**src/sv/rfr_pkg.sv**
```systemverilog
`default_nettype none
package rfr_pkg;

   typedef struct packed {
      logic load;
      logic gcd_step;
      logic g_set;
      logic div_step;
      logic out_load;
   } rfr_cmd_type;

   typedef struct packed {
      logic spec;
      logic gcd_done;
      logic div_last;
   } rfr_sts_type;

endpackage
`default_nettype wire

```
**src/sv/rfr_dpath.sv**
```systemverilog
`default_nettype none
module rfr_dpath import rfr_pkg::*; #(
   parameter int DATA_WIDTH = 32,
   parameter int IN_W       = ((2 * DATA_WIDTH + 7) / 8) * 8,
   parameter int OUT_W      = ((2 * DATA_WIDTH - 1 + 7) / 8) * 8
) (
   input  wire logic             clock,
   input  wire rfr_cmd_type      cmd,
   output rfr_sts_type           sts,
   input  wire logic [IN_W-1:0]  req_tdata,
   output logic      [OUT_W-1:0] rsp_tdata,
   output logic                  rsp_tuser
);

   localparam int W  = DATA_WIDTH;
   localparam int M  = DATA_WIDTH - 1;
   localparam int CW = $clog2(M);
   localparam int PW = OUT_W - (2 * W - 1);

   logic [W-1:0]  n, d, n_mag, d_mag, min_val, q_ext;
   logic          spec_ff, spec_in, err_ff, err_in, neg_ff, neg_in;
   logic [M-1:0]  a_ff, a_in, b_ff, b_in, g_ff, g_in;
   logic [M-1:0]  qn_ff, qn_in, qd_ff, qd_in, rn_ff, rn_in, rd_ff, rd_in;
   logic [CW-1:0] k_ff, k_in, cnt_ff, cnt_in;
   logic [M:0]    shn, shd, difn, difd;
   logic          gen, ged;
   logic [W-1:0]  num_ff, num_in;
   logic [M-1:0]  den_ff, den_in;
   logic          status_ff, status_in;

   assign n       = req_tdata[W-1:0];
   assign d       = req_tdata[2*W-1:W];
   assign min_val = {1'b1, {M{1'b0}}};
   assign n_mag   = n[W-1] ? (~n + 1'b1) : n;
   assign d_mag   = d[W-1] ? (~d + 1'b1) : d;

   assign shn  = {rn_ff, qn_ff[M-1]};
   assign shd  = {rd_ff, qd_ff[M-1]};
   assign difn = shn - {1'b0, g_ff};
   assign difd = shd - {1'b0, g_ff};
   assign gen  = shn >= {1'b0, g_ff};
   assign ged  = shd >= {1'b0, g_ff};
   assign q_ext = {1'b0, qn_ff};

   always_comb begin
      spec_in   = spec_ff;
      err_in    = err_ff;
      neg_in    = neg_ff;
      a_in      = a_ff;
      b_in      = b_ff;
      k_in      = k_ff;
      g_in      = g_ff;
      qn_in     = qn_ff;
      qd_in     = qd_ff;
      rn_in     = rn_ff;
      rd_in     = rd_ff;
      cnt_in    = cnt_ff;
      num_in    = num_ff;
      den_in    = den_ff;
      status_in = status_ff;
      priority if (cmd.load) begin
         spec_in = (d == '0) || (n == '0) || (n == min_val) || (d == min_val);
         err_in  = (d == '0) || ((n != '0) && ((n == min_val) || (d == min_val)));
         neg_in  = n[W-1] ^ d[W-1];
         a_in    = n_mag[M-1:0];
         b_in    = d_mag[M-1:0];
         qn_in   = n_mag[M-1:0];
         qd_in   = d_mag[M-1:0];
         k_in    = '0;
      end else if (cmd.gcd_step) begin
         priority if (!a_ff[0] && !b_ff[0]) begin
            a_in = a_ff >> 1;
            b_in = b_ff >> 1;
            k_in = k_ff + 1'b1;
         end else if (!a_ff[0]) begin
            a_in = a_ff >> 1;
         end else if (!b_ff[0]) begin
            b_in = b_ff >> 1;
         end else if (a_ff > b_ff) begin
            a_in = (a_ff - b_ff) >> 1;
         end else begin
            b_in = (b_ff - a_ff) >> 1;
         end
      end else if (cmd.g_set) begin
         g_in   = a_ff << k_ff;
         rn_in  = '0;
         rd_in  = '0;
         cnt_in = '0;
      end else if (cmd.div_step) begin
         rn_in  = gen ? difn[M-1:0] : shn[M-1:0];
         rd_in  = ged ? difd[M-1:0] : shd[M-1:0];
         qn_in  = {qn_ff[M-2:0], gen};
         qd_in  = {qd_ff[M-2:0], ged};
         cnt_in = cnt_ff + 1'b1;
      end else if (cmd.out_load) begin
         if (spec_ff) begin
            num_in    = '0;
            den_in    = M'(1);
            status_in = err_ff;
         end else begin
            num_in    = neg_ff ? (~q_ext + 1'b1) : q_ext;
            den_in    = qd_ff;
            status_in = 1'b0;
         end
      end
   end

   always_ff @(posedge clock) begin
      spec_ff   <= spec_in;
      err_ff    <= err_in;
      neg_ff    <= neg_in;
      a_ff      <= a_in;
      b_ff      <= b_in;
      k_ff      <= k_in;
      g_ff      <= g_in;
      qn_ff     <= qn_in;
      qd_ff     <= qd_in;
      rn_ff     <= rn_in;
      rd_ff     <= rd_in;
      cnt_ff    <= cnt_in;
      num_ff    <= num_in;
      den_ff    <= den_in;
      status_ff <= status_in;
   end

   assign sts.spec     = spec_ff;
   assign sts.gcd_done = a_ff == b_ff;
   assign sts.div_last = cnt_ff == CW'(M - 1);

   assign rsp_tdata = {{PW{1'b0}}, den_ff, num_ff};
   assign rsp_tuser = status_ff;

endmodule
`default_nettype wire

```
**src/sv/rfr_ctrl.sv**
```systemverilog
`default_nettype none
module rfr_ctrl import rfr_pkg::*; (
   input  wire logic        clock,
   input  wire logic        reset,
   input  wire logic        req_tvalid,
   output logic             req_tready,
   output logic             rsp_tvalid,
   input  wire logic        rsp_tready,
   input  wire rfr_sts_type sts,
   output rfr_cmd_type      cmd
);

   localparam logic [2:0] S_IDLE = 3'd0;
   localparam logic [2:0] S_GCD  = 3'd1;
   localparam logic [2:0] S_GSET = 3'd2;
   localparam logic [2:0] S_DIV  = 3'd3;
   localparam logic [2:0] S_FIN  = 3'd4;

   logic [2:0] state_ff, state_in;
   logic       valid_ff, valid_in;
   logic       slot_free;

   assign slot_free = !valid_ff || rsp_tready;

   always_comb begin
      state_in = state_ff;
      cmd      = '0;
      unique case (state_ff)
         S_IDLE: begin
            if (req_tvalid) begin
               cmd.load = 1'b1;
               state_in = S_GCD;
            end
         end
         S_GCD: begin
            priority if (sts.spec) begin
               state_in = S_FIN;
            end else if (sts.gcd_done) begin
               state_in = S_GSET;
            end else begin
               cmd.gcd_step = 1'b1;
            end
         end
         S_GSET: begin
            cmd.g_set = 1'b1;
            state_in  = S_DIV;
         end
         S_DIV: begin
            cmd.div_step = 1'b1;
            if (sts.div_last) begin
               state_in = S_FIN;
            end
         end
         S_FIN: begin
            if (slot_free) begin
               cmd.out_load = 1'b1;
               state_in     = S_IDLE;
            end
         end
         default: begin
            state_in = S_IDLE;
         end
      endcase
   end

   always_comb begin
      valid_in = valid_ff;
      priority if (cmd.out_load) begin
         valid_in = 1'b1;
      end else if (rsp_tready) begin
         valid_in = 1'b0;
      end
   end

   always_ff @(posedge clock) begin
      if (reset) begin
         state_ff <= S_IDLE;
         valid_ff <= 1'b0;
      end else begin
         state_ff <= state_in;
         valid_ff <= valid_in;
      end
   end

   assign req_tready = state_ff == S_IDLE;
   assign rsp_tvalid = valid_ff;

   a_no_overwrite: assert property (@(posedge clock) disable iff (reset)
      cmd.out_load |-> (!valid_ff || rsp_tready))
      else $error("result overwritten before it was taken");

   a_busy_after_accept: assert property (@(posedge clock) disable iff (reset)
      (req_tvalid && req_tready) |=> !req_tready)
      else $error("new request taken while one is in progress");

   a_div_not_special: assert property (@(posedge clock) disable iff (reset)
      (state_ff == S_DIV) |-> !sts.spec)
      else $error("division run on a special-case request");

endmodule
`default_nettype wire

```
**src/sv/rational_fraction_reduce_unit.sv**
```systemverilog
// a zero or invalid operand goes straight from accept to the result
// otherwise the unit runs two phases before the result:
// binary gcd up to 2*(DATA_WIDTH-1) steps, then DATA_WIDTH-1 shared divide steps
// one request in flight at a time; a new one is taken while the last result waits,
// but the next result is not written until the last one has been taken
// reset: synchronous active-high, clears the state machine and the result valid flag
`default_nettype none
module rational_fraction_reduce_unit import rfr_pkg::*; #(
   parameter int DATA_WIDTH = 32
) (
   input  wire logic                                       clock,
   input  wire logic                                       reset,
   input  wire logic                                       req_tvalid,
   output logic                                            req_tready,
   input  wire logic [((2 * DATA_WIDTH + 7) / 8) * 8-1:0] req_tdata,  // num_in, den_in
   output logic                                            rsp_tvalid,
   input  wire logic                                       rsp_tready,
   output logic [((2 * DATA_WIDTH + 6) / 8) * 8-1:0]      rsp_tdata,  // num_out, den_out
   output logic                                            rsp_tuser   // status
);

   localparam int IN_W  = ((2 * DATA_WIDTH + 7) / 8) * 8;
   localparam int OUT_W = ((2 * DATA_WIDTH + 6) / 8) * 8;

   rfr_cmd_type cmd;
   rfr_sts_type sts;

   rfr_ctrl u_ctrl (
      .clock      (clock),
      .reset      (reset),
      .req_tvalid (req_tvalid),
      .req_tready (req_tready),
      .rsp_tvalid (rsp_tvalid),
      .rsp_tready (rsp_tready),
      .sts        (sts),
      .cmd        (cmd)
   );

   rfr_dpath #(
      .DATA_WIDTH (DATA_WIDTH),
      .IN_W       (IN_W),
      .OUT_W      (OUT_W)
   ) u_dpath (
      .clock     (clock),
      .cmd       (cmd),
      .sts       (sts),
      .req_tdata (req_tdata),
      .rsp_tdata (rsp_tdata),
      .rsp_tuser (rsp_tuser)
   );

endmodule
`default_nettype wire

```
**config.mk**
```make
export PLATFORM = sky130hd
export DESIGN_NAME = rational_fraction_reduce_unit
export DESIGN_NICKNAME = d
export VERILOG_FILES = /design/src/sv/rfr_pkg.sv /design/src/sv/rfr_dpath.sv /design/src/sv/rfr_ctrl.sv /design/src/sv/rational_fraction_reduce_unit.sv
export SDC_FILE = /design/constraint.sdc
export NUM_CORES = 1
export LEC_CHECK = 0
export BUFFER_PORTS_ARGS = -buffer_cell sky130_fd_sc_hd__buf_4
export CORE_MARGIN = 4
export CORE_UTILIZATION = 50
export CTS_CLUSTER_SIZE = 12
export DETAILED_ROUTE_END_ITERATION = 8
export GPL_TIMING_DRIVEN = 0
export PLACE_DENSITY = 0.68
export SYNTH_ARGS = -nofsm -noshare
export SYNTH_HDL_FRONTEND = slang
export SYNTH_HIERARCHICAL = 1
export SYNTH_SLANG_ARGS = --single-unit
```
**constraint.sdc**
```tcl
create_clock -name clock -period 7.7 [get_ports clock]
set_input_delay 1.54 -clock clock [delete_from_list [all_inputs] [get_ports clock]]
set_output_delay 1.54 -clock clock [all_outputs]
set_load 0.05 [all_outputs]
```
==> reports/metrics.yaml <==
status: "complete, no violations"
syn_avg_cell_area_sq_um: 8.99
viasPerCell: 6.17
synth_edf_count: 289
first_iter_violations: 2191
drive_gt1_share_pct: 9.44
areaGrowthSynthToFinish_pct: 12.9
hold_buffers: 0
routedWlPerCell_microns: 23.6
endpoint_kind: "flip-flop"
grt_pass1_vias: 19800
grt_pass1_wl_mm: 117
synth-adder-area-share_pct: 7.67
grt_antenna_before_repair: 0
required_ns: 7.94
synth_top_area_share_pct: 38.4
wl_mm: 78.0
crit_top_cell: "inv_1"
cts_tree: "done"
rsz0062_at_grt: "false"
synth_ff_type: "edfxtp_1"
place_congestion: 0.987
dp_slack_ns: 2.60
post-cts-setup-buffer-count: 0
ctsHtreeMaxLevel: 2
root_buffer: "clkbuf_16"
worstMarginPinSlew_ns: 1.22
start_util_pct: 50.8
critPathLaunchType: "flip-flop"
synthSimpleGateAreaFrac_pct: 16.1
antenna_cells: 0
cp_top_family: "simple AND/OR/NAND/NOR gates"
die_area_sq_mm: 0.0486
yosysTopAreaCell: "edfxtp_1"
synth_area_leaders: "edfxtp_1, ha_1, nor2_1"
crit_type: "flip-flop to flip-flop"
maxCapViolations: 0
layout_common_cells: "edfxtp_1, nor2_1, nand2_1, a21oi_1, inv_1"
cp_num_buf_inv: 5
postRouteAntennaNets: 0
synth_top_family_by_area: "compound AO/OA/AOI/OAI gates"
cts_resized: 0
synth_compound_area_share_pct: 20.1
fin_skew_ns: 0.00887
die_h_microns: 220
period_share_pct: 64.9
muxShareOfSynthArea_pct: 4.18
async_reset_ff_share_pct: 0
grt_max_degree: 63
fmax_mhz: 200
crit_path_max_incr_delay_ns: 0.93
cp_max_fo: 30
cp_cell_sequence: "inv_1 > ha_1 > clkbuf_1 > nand4_1 > nor4_1 > and3_1 > nor4_2 > nor2_1 > inv_1 > nor2_4 > buf_16 > buf_12"
grt_use_total_pct: 31.3
row_count: 77
synth_seq_area_share_pct: 39.2
report.final.slew_viol_count: 0
numCtsBuffers: 36
overflow: 0
final_area_sq_mm: 0.0255
syn-instance-count: 2512
die-width_microns: 220
core_area_sq_mm: 0.0444
p_leak_nw: 10.3
cp_slowest_cell: "nor4_1"
hold_viol_final: 0
clockBufferDepth: 3
clk_latency_ns: 0.55
clkSlewWorstSetupHoldPaths_ns: 0.06
setup-tns-final_ns: 0
route.detailed.drc: 0
final_util_pct: 57.4
nets: 2891
period_needed_ns: 5.00
port_buffers: 132
synthesis.nets: 2716
syn_area_sq_mm: 0.0226
cts.sinks: 298
arrival_ns: 5.24
finalWorstSetupSlack_ns: 2.70
max-slew-margin-rel_pct: 17.7
ios: 135
placedInstanceArea_sq_mm: 0.0244
yosys_warnings: 6
ys_types: 83
dp.final_hpwl_mm: 61.6
ys_ff_latch: 298
final_common_cell: "edfxtp_1"
dr.pass1.iters: 6
peakVddDrop_mv: 0.158
setup_violations: 0
hold_class: "flip-flop to flip-flop"
vias: 20400
power_density_mw_per_mm2: 279
synth-xor-area-share_pct: 7.26
holdWs_ns: 0.549
[flip-flops by register name, indices dropped and copies added, names as in the netlist]
name and cells:
u_dpath/neg_ff 1, u_dpath/rn_ff 31, u_ctrl/rsp_tvalid 1, u_dpath/a_ff 31, u_dpath/rd_ff 31, u_dpath/err_ff 1, u_dpath/num_ff 32, u_dpath/k_ff 5
u_dpath/qn_ff 31, u_dpath/rsp_tuser 1, u_dpath/cnt_ff 5, u_dpath/spec_ff 1, u_dpath/g_ff 31, u_dpath/qd_ff 31, u_dpath/den_ff 31, u_ctrl/state_ff 3
u_dpath/b_ff 31
[cell type report]
| cell class | instances | area [sq um] |
|---|---|---|
| Clock inverter | 18 | 123 |
| Fill cell | 3974 | 18900 |
| Sequential cell | 298 | 8860 |
| Timing Repair Buffer | 137 | 1090 |
| Multi-Input combinational cell | 1900 | 12500 |
| Buffer | 144 | 582 |
| Tap cell | 592 | 741 |
| Inverter | 170 | 638 |
| Clock buffer | 44 | 931 |
[cell usage after synthesis, types with 11 or more instances]
master / n
o21a_1: 37
or4_1: 13
buf_2: 15
nor3_1: 32
nand2_1: 244
nand4_1: 26
and3_1: 18
buf_1: 15
ha_1: 132
xnor2_1: 82
edfxtp_1: 289
mux2i_1: 65
a21oi_1: 200
o21bai_1: 11
a221oi_1: 46
inv_1: 168
o41ai_1: 15
a21o_1: 61
and2_1: 11
a211oi_1: 26
a31oi_1: 15
nand2b_1: 12
nor2b_1: 42
o21ai_0: 145
clkbuf_1: 109
o31ai_1: 31
or3_1: 18
xor2_1: 105
nor4_1: 13
nand3_1: 50
nor2_1: 290
[worst register-to-register path, stage by stage, from the launching register on]
cell	delay, ns
edfxtp_1	0.58
inv_1	0.09
ha_1	0.28
clkbuf_1	0.44
nand4_1	0.27
nor4_1	0.94
and3_1	0.49
nor4_2	0.18
nor2_1	0.15
inv_1	0.18
nor2_4	0.58
buf_16	0.25
buf_12	0.23
[routing by layer]
| metal | GRT usage, % | part of all wire [%] | up-vias |
|---|---|---|---|
| met4 | 15.9 | 6.0 | 0 |
| met5 | 0 | 0 | - |
| met2 | 52.6 | 48 | 864 |
| met3 | 4.77 | 7.1 | 224 |
| li1 | - | - | 9454 |
| met1 | 39.3 | 39 | 9832 |
[where the power goes]
part,internal [W],switching [W],total (W)
registers,0.00210,0.000241,0.00234
logic,0.00110,0.00211,0.00321
clock network,0.000892,0.000679,0.00157
[path summary, 6_finish.rpt]
kind | start | slack, ns | to | cells past startpoint
setup reg to reg | u_dpath/a_ff[15]$_DFFE_PP_ | 2.70 | u_dpath/rd_ff[7]$_SDFFCE_PP0P_ | 12
setup / recovery | u_dpath/a_ff[15]$_DFFE_PP_ | 2.70 | u_dpath/rd_ff[7]$_SDFFCE_PP0P_ | 12
hold / removal | u_dpath/qd_ff[19]$_DFFE_PP_ | 0.55 | u_dpath/qd_ff[20]$_DFFE_PP_ | 1
hold reg to reg | u_dpath/qd_ff[19]$_DFFE_PP_ | 0.55 | u_dpath/qd_ff[20]$_DFFE_PP_ | 1
[through the flow]
stage	power (W)	std cells
3_5_place_dp	0.00549	3241
4_1_cts	0.00707	3303
3_3_place_gp	0.00545	3236
2_1_floorplan	0.00441	2512
5_1_grt	0.00749	3303
6_report	0.00712	3303
[cells by family after synthesis]
logic type                 after synthesis
muxes                                   81
AOI/OAI and AO/OA                      695
xor gates and xnor gates               187
adders and majority gates              136
DFF                                    298
buffers and inverters                  314
other                                    1
and+or+nand+nor                        800
(Power assumes the default switching activity.)
